===== src/rtl/core/srd24_pkg.sv =====
// ----------------------------------------------------------------------------
// srd24_pkg
// Shared types and constants for the 24-bit sample record deframer.
// ----------------------------------------------------------------------------
package srd24_pkg;

  localparam int unsigned BYTES_PER_SAMPLE = 3;
  localparam int unsigned PREFIX_BYTES     = 3;
  localparam int unsigned CFG_DATA_W       = 24;
  localparam int unsigned CFG_IDX_W        = 3;
  localparam int unsigned ENABLE_BITS      = 16;

  localparam logic [7:0]             HEADER_SKIP_RST    = 8'd0;
  localparam logic [23:0]            FIRST_RECORD_RST   = 24'd0;
  localparam logic [23:0]            RECORD_COUNT_RST   = 24'd1;
  localparam logic [4:0]             NUM_CHANNELS_RST   = 5'd16;
  localparam logic [ENABLE_BITS-1:0] CHANNEL_ENABLE_RST = 16'hFFFF;

  typedef enum logic [CFG_IDX_W-1:0] {
    REG_HEADER_SKIP    = 3'd0,
    REG_FIRST_RECORD   = 3'd1,
    REG_RECORD_COUNT   = 3'd2,
    REG_NUM_CHANNELS   = 3'd3,
    REG_CHANNEL_ENABLE = 3'd4
  } reg_idx_t;

  typedef struct packed {
    logic [7:0]             header_skip;
    logic [23:0]            first_record;
    logic [23:0]            record_count;
    logic [4:0]             num_channels;
    logic [ENABLE_BITS-1:0] channel_enable;
  } cfg_t;

  typedef struct packed {
    logic signed [23:0] sample;
    logic [3:0]         out_channel;
    logic [23:0]        record_index;
    logic               last_in_record;
  } res_t;

endpackage


===== src/rtl/core/srd24_regs.sv =====
// ----------------------------------------------------------------------------
// srd24_regs
// Configuration registers; flags a framing restart on every valid write.
// ----------------------------------------------------------------------------
module srd24_regs
  import srd24_pkg::*;
(
  input  logic                  clk,
  input  logic                  rst,
  input  logic                  wr_en,
  input  logic [CFG_IDX_W-1:0]  wr_index,
  input  logic [CFG_DATA_W-1:0] wr_data,
  output cfg_t                  cfg,
  output logic                  restart
);

  cfg_t cfg_r;
  logic hit;

  always_comb begin
    hit = 1'b0;
    unique case (wr_index)
      REG_HEADER_SKIP, REG_FIRST_RECORD, REG_RECORD_COUNT,
      REG_NUM_CHANNELS, REG_CHANNEL_ENABLE: hit = 1'b1;
      default: hit = 1'b0;
    endcase
  end

  always_ff @(posedge clk) begin
    if (rst) begin
      cfg_r.header_skip    <= HEADER_SKIP_RST;
      cfg_r.first_record   <= FIRST_RECORD_RST;
      cfg_r.record_count   <= RECORD_COUNT_RST;
      cfg_r.num_channels   <= NUM_CHANNELS_RST;
      cfg_r.channel_enable <= CHANNEL_ENABLE_RST;
    end else if (wr_en) begin
      unique case (wr_index)
        REG_HEADER_SKIP:    cfg_r.header_skip    <= wr_data[7:0];
        REG_FIRST_RECORD:   cfg_r.first_record   <= wr_data[23:0];
        REG_RECORD_COUNT:   cfg_r.record_count   <= wr_data[23:0];
        REG_NUM_CHANNELS:   cfg_r.num_channels   <= wr_data[4:0];
        REG_CHANNEL_ENABLE: cfg_r.channel_enable <= wr_data[ENABLE_BITS-1:0];
        default: ;
      endcase
    end
  end

  assign cfg     = cfg_r;
  assign restart = wr_en & hit;

endmodule


===== src/rtl/core/srd24_frame.sv =====
// ----------------------------------------------------------------------------
// srd24_frame
// Framing state and per-word decode: header skip, record skip, sample build.
// ----------------------------------------------------------------------------
module srd24_frame
  import srd24_pkg::*;
#(
  parameter int MAX_CHANNELS = 16
) (
  input  logic       clk,
  input  logic       rst,
  input  cfg_t       cfg,
  input  logic       restart,
  input  logic       step,
  input  logic [7:0] byte_d,
  output logic       ready,
  output res_t       res,
  output logic       res_hit
);

  localparam int NC_W  = $clog2(MAX_CHANNELS + 1);
  localparam int CHI_W = (MAX_CHANNELS > 1) ? $clog2(MAX_CHANNELS) : 1;
  localparam int POS_W = $clog2(4 + 3 * MAX_CHANNELS);
  localparam int EN_N  = (MAX_CHANNELS < ENABLE_BITS) ? MAX_CHANNELS : ENABLE_BITS;

  logic              reload;
  logic [7:0]        hdr_left;
  logic [23:0]       skip_rec;
  logic [POS_W-1:0]  pos;
  logic [1:0]        sub;
  logic [15:0]       low_bytes;
  logic [NC_W-1:0]   channel_pos;
  logic [3:0]        enabled_pos;
  logic [23:0]       records_done;
  logic              finished;

  logic [7:0]        hdr_left_next;
  logic [23:0]       skip_rec_next;
  logic [POS_W-1:0]  pos_next;
  logic [1:0]        sub_next;
  logic [15:0]       low_bytes_next;
  logic [NC_W-1:0]   channel_pos_next;
  logic [3:0]        enabled_pos_next;
  logic [23:0]       records_done_next;
  logic              finished_next;

  logic [NC_W-1:0]         nc;
  logic [POS_W-1:0]        data_end;
  logic [MAX_CHANNELS-1:0] ch_on;
  logic [MAX_CHANNELS-1:0] later;
  logic [23:0]             rec_inc;
  logic                    cur_on;

  always_comb begin
    if (cfg.num_channels == 5'd0) begin
      nc = NC_W'(1);
    end else if (32'(cfg.num_channels) > 32'(MAX_CHANNELS)) begin
      nc = NC_W'(MAX_CHANNELS);
    end else begin
      nc = NC_W'(cfg.num_channels);
    end
  end

  assign data_end = POS_W'(PREFIX_BYTES) + (POS_W'(nc) << 1) + POS_W'(nc);

  for (genvar g = 0; g < MAX_CHANNELS; g++) begin : g_chan
    if (g < EN_N) begin : g_en
      assign ch_on[g] = cfg.channel_enable[g] & (nc > NC_W'(g));
    end else begin : g_off
      assign ch_on[g] = 1'b0;
    end
    assign later[g] = ch_on[g] & (NC_W'(g) > channel_pos);
  end

  assign cur_on  = ch_on[channel_pos[CHI_W-1:0]];
  assign rec_inc = records_done + 24'd1;
  assign ready   = ~reload;

  always_comb begin
    hdr_left_next     = hdr_left;
    skip_rec_next     = skip_rec;
    pos_next          = pos;
    sub_next          = sub;
    low_bytes_next    = low_bytes;
    channel_pos_next  = channel_pos;
    enabled_pos_next  = enabled_pos;
    records_done_next = records_done;
    finished_next     = finished;
    res_hit           = 1'b0;
    res.sample         = {byte_d, low_bytes};
    res.out_channel    = enabled_pos;
    res.record_index   = records_done;
    res.last_in_record = ~|later;
    if (step && !finished) begin
      priority if (hdr_left != 8'd0) begin
        hdr_left_next = hdr_left - 8'd1;
      end else if (skip_rec != 24'd0) begin
        if (pos == data_end) begin
          pos_next      = '0;
          skip_rec_next = skip_rec - 24'd1;
        end else begin
          pos_next = pos + POS_W'(1);
        end
      end else if (pos < POS_W'(PREFIX_BYTES)) begin
        pos_next = pos + POS_W'(1);
      end else if (pos < data_end) begin
        pos_next = pos + POS_W'(1);
        unique case (sub)
          2'd0: begin
            low_bytes_next[7:0] = byte_d;
            sub_next            = 2'd1;
          end
          2'd1: begin
            low_bytes_next[15:8] = byte_d;
            sub_next             = 2'd2;
          end
          default: begin
            sub_next         = 2'd0;
            channel_pos_next = channel_pos + NC_W'(1);
            if (cur_on) begin
              res_hit          = 1'b1;
              enabled_pos_next = enabled_pos + 4'd1;
            end
          end
        endcase
      end else begin
        pos_next          = '0;
        sub_next          = 2'd0;
        channel_pos_next  = '0;
        enabled_pos_next  = 4'd0;
        records_done_next = rec_inc;
        finished_next     = (rec_inc >= cfg.record_count);
      end
    end
  end

  always_ff @(posedge clk) begin
    if (rst || restart) begin
      reload       <= 1'b1;
      hdr_left     <= 8'd0;
      skip_rec     <= 24'd0;
      pos          <= '0;
      sub          <= 2'd0;
      channel_pos  <= '0;
      enabled_pos  <= 4'd0;
      records_done <= 24'd0;
      finished     <= 1'b1;
    end else if (reload) begin
      reload   <= 1'b0;
      hdr_left <= cfg.header_skip;
      skip_rec <= cfg.first_record;
      finished <= (cfg.record_count == 24'd0);
    end else begin
      hdr_left     <= hdr_left_next;
      skip_rec     <= skip_rec_next;
      pos          <= pos_next;
      sub          <= sub_next;
      channel_pos  <= channel_pos_next;
      enabled_pos  <= enabled_pos_next;
      records_done <= records_done_next;
      finished     <= finished_next;
    end
  end

  always_ff @(posedge clk) begin
    low_bytes <= low_bytes_next;
  end

  a_pos_in_record: assert property (@(posedge clk) disable iff (rst)
    pos <= data_end)
    else $error("record position beyond record end");

  a_no_word_when_done: assert property (@(posedge clk) disable iff (rst)
    (finished || reload) |-> !res_hit)
    else $error("word produced after framing finished");

  a_word_on_third_byte: assert property (@(posedge clk) disable iff (rst)
    res_hit |-> (step && sub == 2'd2 && hdr_left == 8'd0 && skip_rec == 24'd0))
    else $error("word produced outside a sample's last byte");

endmodule


===== src/rtl/core/sample_record_deframer_24bit_unit.sv =====
// ----------------------------------------------------------------------------
// sample_record_deframer_24bit_unit
// Byte-stream deframer for records of little-endian 24-bit channel samples.
// ----------------------------------------------------------------------------
// path: an accepted byte is captured in the input register, then decoded into the
//   result register that drives the sample word outputs
// throughput: one byte per cycle while the output is not stalled; a held byte
//   waits after reset or a valid register write while the framing reloads
// reset: synchronous, active high; registers take their defaults and framing
//   reloads once reset is released, as after any valid register write
module sample_record_deframer_24bit_unit
  import srd24_pkg::*;
#(
  parameter int MAX_CHANNELS = 16
) (
  input  logic                  clk,
  input  logic                  rst,
  input  logic                  wr_en,
  input  logic [CFG_IDX_W-1:0]  wr_index,
  input  logic [CFG_DATA_W-1:0] wr_data,
  input  logic                  in_valid,
  output logic                  in_stall,
  input  logic [7:0]            byte_in,
  output logic                  out_valid,
  input  logic                  out_stall,
  output logic signed [23:0]    sample,
  output logic [3:0]            out_channel,
  output logic [23:0]           record_index,
  output logic                  last_in_record
);

  cfg_t       cfg;
  logic       restart;
  logic       in_full;
  logic [7:0] in_byte;
  logic       adv;
  logic       step;
  logic       in_take;
  logic       frame_ready;
  res_t       res;
  logic       res_hit;
  res_t       out_r;

  srd24_regs u_regs (
    .clk      (clk),
    .rst      (rst),
    .wr_en    (wr_en),
    .wr_index (wr_index),
    .wr_data  (wr_data),
    .cfg      (cfg),
    .restart  (restart)
  );

  srd24_frame #(
    .MAX_CHANNELS (MAX_CHANNELS)
  ) u_frame (
    .clk     (clk),
    .rst     (rst),
    .cfg     (cfg),
    .restart (restart),
    .step    (step),
    .byte_d  (in_byte),
    .ready   (frame_ready),
    .res     (res),
    .res_hit (res_hit)
  );

  assign adv      = ~out_valid | ~out_stall;
  assign step     = in_full & adv & frame_ready;
  assign in_stall = in_full & ~(adv & frame_ready);
  assign in_take  = in_valid & ~in_stall;

  always_ff @(posedge clk) begin
    if (rst) begin
      in_full   <= 1'b0;
      out_valid <= 1'b0;
    end else begin
      if (in_take) begin
        in_full <= 1'b1;
      end else if (step) begin
        in_full <= 1'b0;
      end
      if (adv) begin
        out_valid <= step & res_hit;
      end
    end
  end

  always_ff @(posedge clk) begin
    if (in_take) begin
      in_byte <= byte_in;
    end
    if (step && res_hit) begin
      out_r <= res;
    end
  end

  assign sample         = out_r.sample;
  assign out_channel    = out_r.out_channel;
  assign record_index   = out_r.record_index;
  assign last_in_record = out_r.last_in_record;

endmodule

===== config.mk =====
export PLATFORM = sky130hd
export DESIGN_NAME = sample_record_deframer_24bit_unit
export DESIGN_NICKNAME = d
export VERILOG_FILES = /design/src/rtl/core/srd24_pkg.sv /design/src/rtl/core/srd24_regs.sv /design/src/rtl/core/srd24_frame.sv /design/src/rtl/core/sample_record_deframer_24bit_unit.sv
export SDC_FILE = /design/constraint.sdc
export NUM_CORES = 1
export LEC_CHECK = 0
export BUFFER_PORTS_ARGS = -buffer_cell sky130_fd_sc_hd__buf_4
export CAP_MARGIN = 20
export CORE_ASPECT_RATIO = 0.75
export CORE_MARGIN = 2
export CORE_UTILIZATION = 60
export CTS_CLUSTER_DIAMETER = 30
export DETAILED_ROUTE_END_ITERATION = 8
export GPL_TIMING_DRIVEN = 0
export PLACE_DENSITY = 0.89
export RECOVER_POWER = 100
export SKIP_CTS_REPAIR_TIMING = 1
export SLEW_MARGIN = 5
export SYNTH_ARGS = -nofsm -noshare
export SYNTH_HDL_FRONTEND = slang
export SYNTH_SLANG_ARGS = --single-unit

===== constraint.sdc =====
create_clock -name clk -period 14.4 [get_ports clk]
set_input_delay 1.44 -clock clk [delete_from_list [all_inputs] [get_ports clk]]
set_output_delay 1.44 -clock clk [all_outputs]
set_load 0.01 [all_outputs]

**Yosys cells after proc, flatten, opt, wreduce, memory -nomap -nowiden**

Index checks and enable logic that the tools add are counted.

- Add/subtract/negate cells: 8
- Order comparisons: 37
- Eq/ne operators: 12
- Mux-type cells: 40
- Bitwise operators: 49
- Reductions and logical operators: 34

Operator list:

| operator | count |
|---|---|
| 24-bit 2-to-1 mux | 5 |
| 4-bit by 5-bit > comparator with 1-bit output, first input constant | 8 |
| 5-bit by 4-bit > comparator with 1-bit output, second input constant | 8 |
| 1-bit bitwise AND | 39 |
| 24-bit by 1-bit adder with 24-bit output, second input constant | 1 |
| 24-bit greater-or-equal comparator | 1 |
| 24-bit logical NOT | 1 |
| 6-bit 2-to-1 mux | 4 |
| 8-bit 2-to-1 mux | 3 |
| 6-bit AND reduction | 4 |
| 24-bit nonzero test | 1 |
| 24-bit by 1-bit subtractor with 24-bit output, second input constant | 1 |
| 3-bit by 5-bit > comparator with 1-bit output, first input constant | 4 |
| 5-bit by 3-bit > comparator with 1-bit output, second input constant | 4 |
| 5-bit 2-to-1 mux | 4 |
| 1-bit 2-to-1 mux | 18 |
| 16-bit OR reduction | 1 |
| 4-bit 2-to-1 mux | 3 |
| 2-bit AND reduction | 6 |
| 1-bit by 5-bit > comparator with 1-bit output, first input constant | 2 |
| 2-bit by 5-bit > comparator with 1-bit output, first input constant | 2 |
| 5-bit by 1-bit > comparator with 1-bit output, second input constant | 2 |
| 5-bit by 2-bit > comparator with 1-bit output, second input constant | 2 |
| 2-bit by 1-bit inequality test with 1-bit output, second input constant | 5 |
| 35 further kinds | 51 |

- Register bits: 231
- Input bits: 40
- Output and inout bits: 55
- Word-level logic and storage cells: 203

**Depth between registers and ports, before layout**

- Word-level depth: 15
- Gate-level depth with buffers: 18

**Modules after synthesis**

Synthesis repeated with hierarchy kept, for this count alone.

- Cells, all modules: 1184
- Area total of the unflattened synthesis: 11499.8 sq um

Modules (own cells, without submodules):

| module | instances | cells each | area an instance (sq um) | sequential area each (sq um) |
|---|---|---|---|---|
| srd24_frame | 1 | 808 | 6403.6 | 1981.9 |
| srd24_regs | 1 | 302 | 3158.0 | 1541.5 |
| sample_record_deframer_24bit_unit | 1 | 74 | 1938.1 | 1871.8 |

**Least setup slack after synthesis**

OpenSTA, ideal clock, no wires.

- Path kind: flip-flop to flip-flop
- Start point: reg u_regs.cfg_r, in the netlist u_regs.cfg[20]
- End point: reg out_r, in the netlist last_in_record, enable pin
- Library setup time: 0.464 ns
- Data arrival time: 5.330 ns
- Data required time: 13.936 ns
- Path slack: 8.606 ns
- Stages on the path, launching flop included: 15
- Cells stage by stage: dfxtp_1 -> clkbuf_1 -> inv_1 -> nand2_1 -> inv_1 -> ha_1 -> ha_1 -> a21oi_1 -> o21ai_0 -> xnor2_1 -> ha_1 -> a21o_1 -> a211oi_1 -> nand2_1 -> nor2_1

- Longest elaborated chain between the ends: 15
- Elaborated cells between the ends (all ways): 49
- Classes of those cells: 2 x add/sub; 18 x order compare; 11 x mux; 16 x bitwise; 2 x reduce/logical

Ends and longest elaborated chain:

| what | RTL line | source |
|---|---|---|
| start, declared | srd24_regs.sv:17 | `cfg_t cfg_r;` |
| 5-bit > comparator | srd24_frame.sv:57 | `end else if (32'(cfg.num_channels) > 32'(MAX_CHANNELS)) begin` |
| 5-bit 2-to-1 mux | srd24_frame.sv:57 |  |
| 5-bit 2-to-1 mux (*) | srd24_frame.sv:55 | `if (cfg.num_channels == 5'd0) begin` |
| parallel branches: the longest is 6 deep, another holds 2-bit by 6-bit adder with 6-bit output | - |  |
| 1-bit 2-to-1 mux (*) | srd24_frame.sv:106 | `end else if (pos < data_end) begin` |
| 1-bit 2-to-1 mux (*) | srd24_frame.sv:104 | `end else if (pos < POS_W'(PREFIX_BYTES)) begin` |
| 1-bit 2-to-1 mux (*) | srd24_frame.sv:97 | `end else if (skip_rec != 24'd0) begin` |
| 1-bit 2-to-1 mux (*) | srd24_frame.sv:95 | `priority if (hdr_left != 8'd0) begin` |
| 1-bit 2-to-1 mux (*) | srd24_frame.sv:94 | `if (step && !finished) begin` |
| 1-bit logical AND (*) | sample_record_deframer_24bit_unit.sv:93 | `if (step && res_hit) begin` |
| end signal, assigned | sample_record_deframer_24bit_unit.sv:94 | `out_r <= res;` |
| end, declared | sample_record_deframer_24bit_unit.sv:42 | `res_t out_r;` |

Mark *: on every way between the ends. The select of a mux whose other input is x is not followed.
A chain may end at the register's enable or synchronous reset.

**Final worst setup path**

- Start point: reg u_regs.cfg_r, in the netlist u_regs.cfg[20]
- End point: reg out_r, in the netlist record_index[17], enable pin

Same word-level chain as after synthesis.

==> metrics.md <==
| Metric | Value |
|---|---|
| Post-DR vias/cell | `6.24` |
| Max Root-Sink Buffers | `3` |
| P per Cell Area | `125 nW/um^2` |
| Cell total after placement | `1,575` |
| Fin nets | `1,460` |
| Placer congestion estimate | `0.933` |
| Max VDD drop | `0.0886 mV` |
| Vias post-DR | `10,200` |
| Syn_nets | `1,329` |
| Row count | `43` |
| N_diodes | `0` |
| WP data required | `14.49 ns` |
| Tcrit/Tclk final | `46.6%` |
| Wire length per cell | `19.7 um` |
| Syn. warnings | `0` |
| Number of clock sinks | `231` |
| Slowest-stage cell, CP | `nor2_1` |
| RSZ-0062 raised after global routing | `false` |
| Yosys reg bits | `231` |
| GRT overflow | `0` |
| Largest net degree at the start of global routing | `32` |
| Slowest stage delay, CP | `1.35 ns` |
| Cells after Synth | `1,234` |
| Yosys cell types | `73` |
| # IOs | `95` |
| DRT Wirelength | `32.3 mm` |
| First-pass GRT wire length | `51.0 mm` |
| CP cell instances | `clkbuf_1, inv_1, nand2_1, inv_1, ha_1, ha_1, a21oi_1, o21ai_0, xnor2_1, ha_1, nand4_1, a21oi_1, a211oi_1, nand2_1, nor2_1, clkbuf_1` |
| Worst Hold Class | `flop to flop` |
| Synth top cells by count | `nand2_1, dfxtp_1, a21oi_1, nor2_1, edfxtp_1` |
| Hold Vio Cnt, Final | `0` |
| Clock-pin slew on the worst setup and hold paths | `0.07 ns` |
| 1st-iter DRT viols | `1,244` |
| Dominant cells by area after synthesis | `dfxtp_1, edfxtp_1, nand2_1` |
| Share of post-route cells with drive strength above 1 | `7.63%` |
| F_max | `0.149 GHz` |
| Number of I/O port buffers | `92` |
| Die area | `19,700 sq um` |
| Crit path launch type | `flop` |
| Cell type with the largest total area after synthesis | `dfxtp_1` |
| Count of final setup violators | `0` |
| CTS root buf | `clkbuf_16` |
| Number of global-route vias before repair | `9,799` |
| Initial Util | `60.6%` |
| Static Leakage | `5.01 nW` |
| CTS H-Tree Depth | `2` |
| Area growth, synth to finish | `17.5%` |
| Fin. max-slew vios | `64` |
| Tmin final | `6.71 ns` |
| Core ar. | `18,300 sq um` |
| Post-synthesis sequential area ratio | `48.5%` |
| Crit path top cell by count | `ha_1` |
| Num CTS Buffers | `35` |
| Syn Std Cell Area | `11,100 sq um` |
| Count leader, synth | `nand2_1` |
| Post-DP HPWL | `22.0 mm` |
| Final std cells w/o fill | `1,637` |
| Failing checks | `capacitance limit, slew limit` |
| CTS tree | `done` |
| Slew HR | `-23.6%` |
| Crit end category | `flop` |
| Post-synth top area share | `27.7%` |
| Worst-margin pin slew | `1.84 ns` |
| Die width | `161 um` |
| Ys flop type | `dfxtp_1` |
| Setup TNS | `0 ns` |
| Setup CP Type | `flop to flop` |
| Total track usage | `32.7%` |
| Syn avg cell area | `9.02 sq um` |
| EDFF count, synth | `77` |
| Clock Latency Late Sink | `0.52 ns` |
| Fin util | `71.2%` |
| Outcome | `finished with violations` |
| Largest fanout on the critical path | `31` |
| Pre-antenna DRT Iters | `6` |
| Residual DRC | `0` |
| Crit path DAT | `6.80 ns` |
| Initial antenna violation count | `0` |
| Worst Skew | `0.0296 ns` |
| Die Ht | `122 um` |
| ANT nets after route | `0` |
| Ys async rst share | `0%` |
| Max-Cap Viols | `3` |
cell families after synthesis:
kind of cell             after synthesis  share of synthesized area, %
AO/OA/AOI/OAI                        251                          13.8
XOR/XNOR                              57                          4.49
adder cells (fa/ha/maj)               55                          6.18
buffers and inverters                111                          3.94
flip-flops                           231                          48.5
multiplexers                           6                         0.540
AND/OR/NAND/NOR                      523                          22.6
final timing paths:
check	startpoint	end	slack, ns	cells past startpoint
max reg2reg	u_regs.cfg[20]	record_index[17]	7.69	16
max	u_regs.cfg[20]	record_index[17]	7.69	16
min reg2reg	u_frame.low_bytes[10]	sample[10]	0.42	0
min	u_frame.low_bytes[10]	sample[10]	0.42	0
placed cells by master, fill, tap and decap left out, types with 4 or more instances in the layout:
master,n
nand3_1,38
xnor2_1,23
xor2_1,34
nand4_1,23
clkbuf_4,7
buf_4,27
a211o_1,4
and3_1,8
or4_1,8
or2_2,5
nand2_1,223
nor3_1,22
clkbuf_1,121
a21oi_1,114
nand3b_1,24
nor2_1,97
and2_1,6
nand2b_1,12
ha_1,55
inv_1,54
nor2b_1,10
edfxtp_1,77
a221oi_1,11
a21o_1,14
or3_1,14
a31oi_1,5
nor4_1,14
bufinv_16,4
mux2i_1,6
o21ai_0,51
o211ai_1,7
clkbuf_16,35
a211oi_1,6
dfxtp_1,154
where the power goes:
| part | total, W | leakage, nW | switching (W) | internal [W] |
|---|---|---|---|---|
| sequential | 0.000689 | 2.01 | 0.00000823 | 0.000681 |
| combinational | 0.0000850 | 2.43 | 0.0000573 | 0.0000276 |
| clock | 0.000860 | 0.574 | 0.000322 | 0.000538 |
registers in the layout, indices dropped and copies added (netlist names), 2 cells and up:
name and cells:
in_byte 8, u_frame.pos 6, u_frame.channel_pos 5, u_frame.sub 2, u_frame.low_bytes 16, u_regs.cfg 77
record_index 24, u_frame.records_done 24, u_frame.hdr_left 8, u_frame.skip_rec 24, sample 24, out_channel 4
u_frame.enabled_pos 4
final cells by class:
cell class,instances,area (sq um)
Clock buffer,42,922
Multi-Input combinational cell,892,5270
Tap cell,247,309
Sequential cell,231,5400
Fill cell,1303,5280
Clock inverter,20,267
Timing Repair Buffer,94,480
Buffer,57,221
Inverter,54,203
metal layers:
| layer | up-vias | share of wire, % | GRT usage, % |
|---|---|---|---|
| met5 | - | 0 | 0 |
| met4 | 0 | 4.2 | 14.2 |
| met3 | 153 | 11 | 7.73 |
| met2 | 703 | 44 | 52.0 |
| met1 | 4744 | 40 | 43.0 |
| li1 | 4621 | - | - |
through the flow:
step | area [sq um] | total power, W | hold WS, ns | setup slack [ns]
CTS | 13400 | 0.00163 | 0.421 | 9.46
finish | 13100 | 0.00163 | 0.420 | 7.69
global route | 13100 | 0.00167 | 0.426 | 7.19
detailed placement | 12200 | 0.000783 | 0.405 | 9.51
floorplan | 11100 | 0.000747 | 0.400 | 8.61
global placement | 12100 | 0.000780 | 0.401 | 7.23
worst max-delay path: cells and delay by family, from the launching register on:
family / cells / cell delay, ns
adder cells (fa/ha/maj): 3 / 0.90
flip-flops: 1 / 0.31
XOR/XNOR: 1 / 0.19
AND/OR/NAND/NOR: 4 / 1.96
AO/OA/AOI/OAI: 4 / 0.88
buffers and inverters: 4 / 2.04
Power figures use the tool's default switching activity.
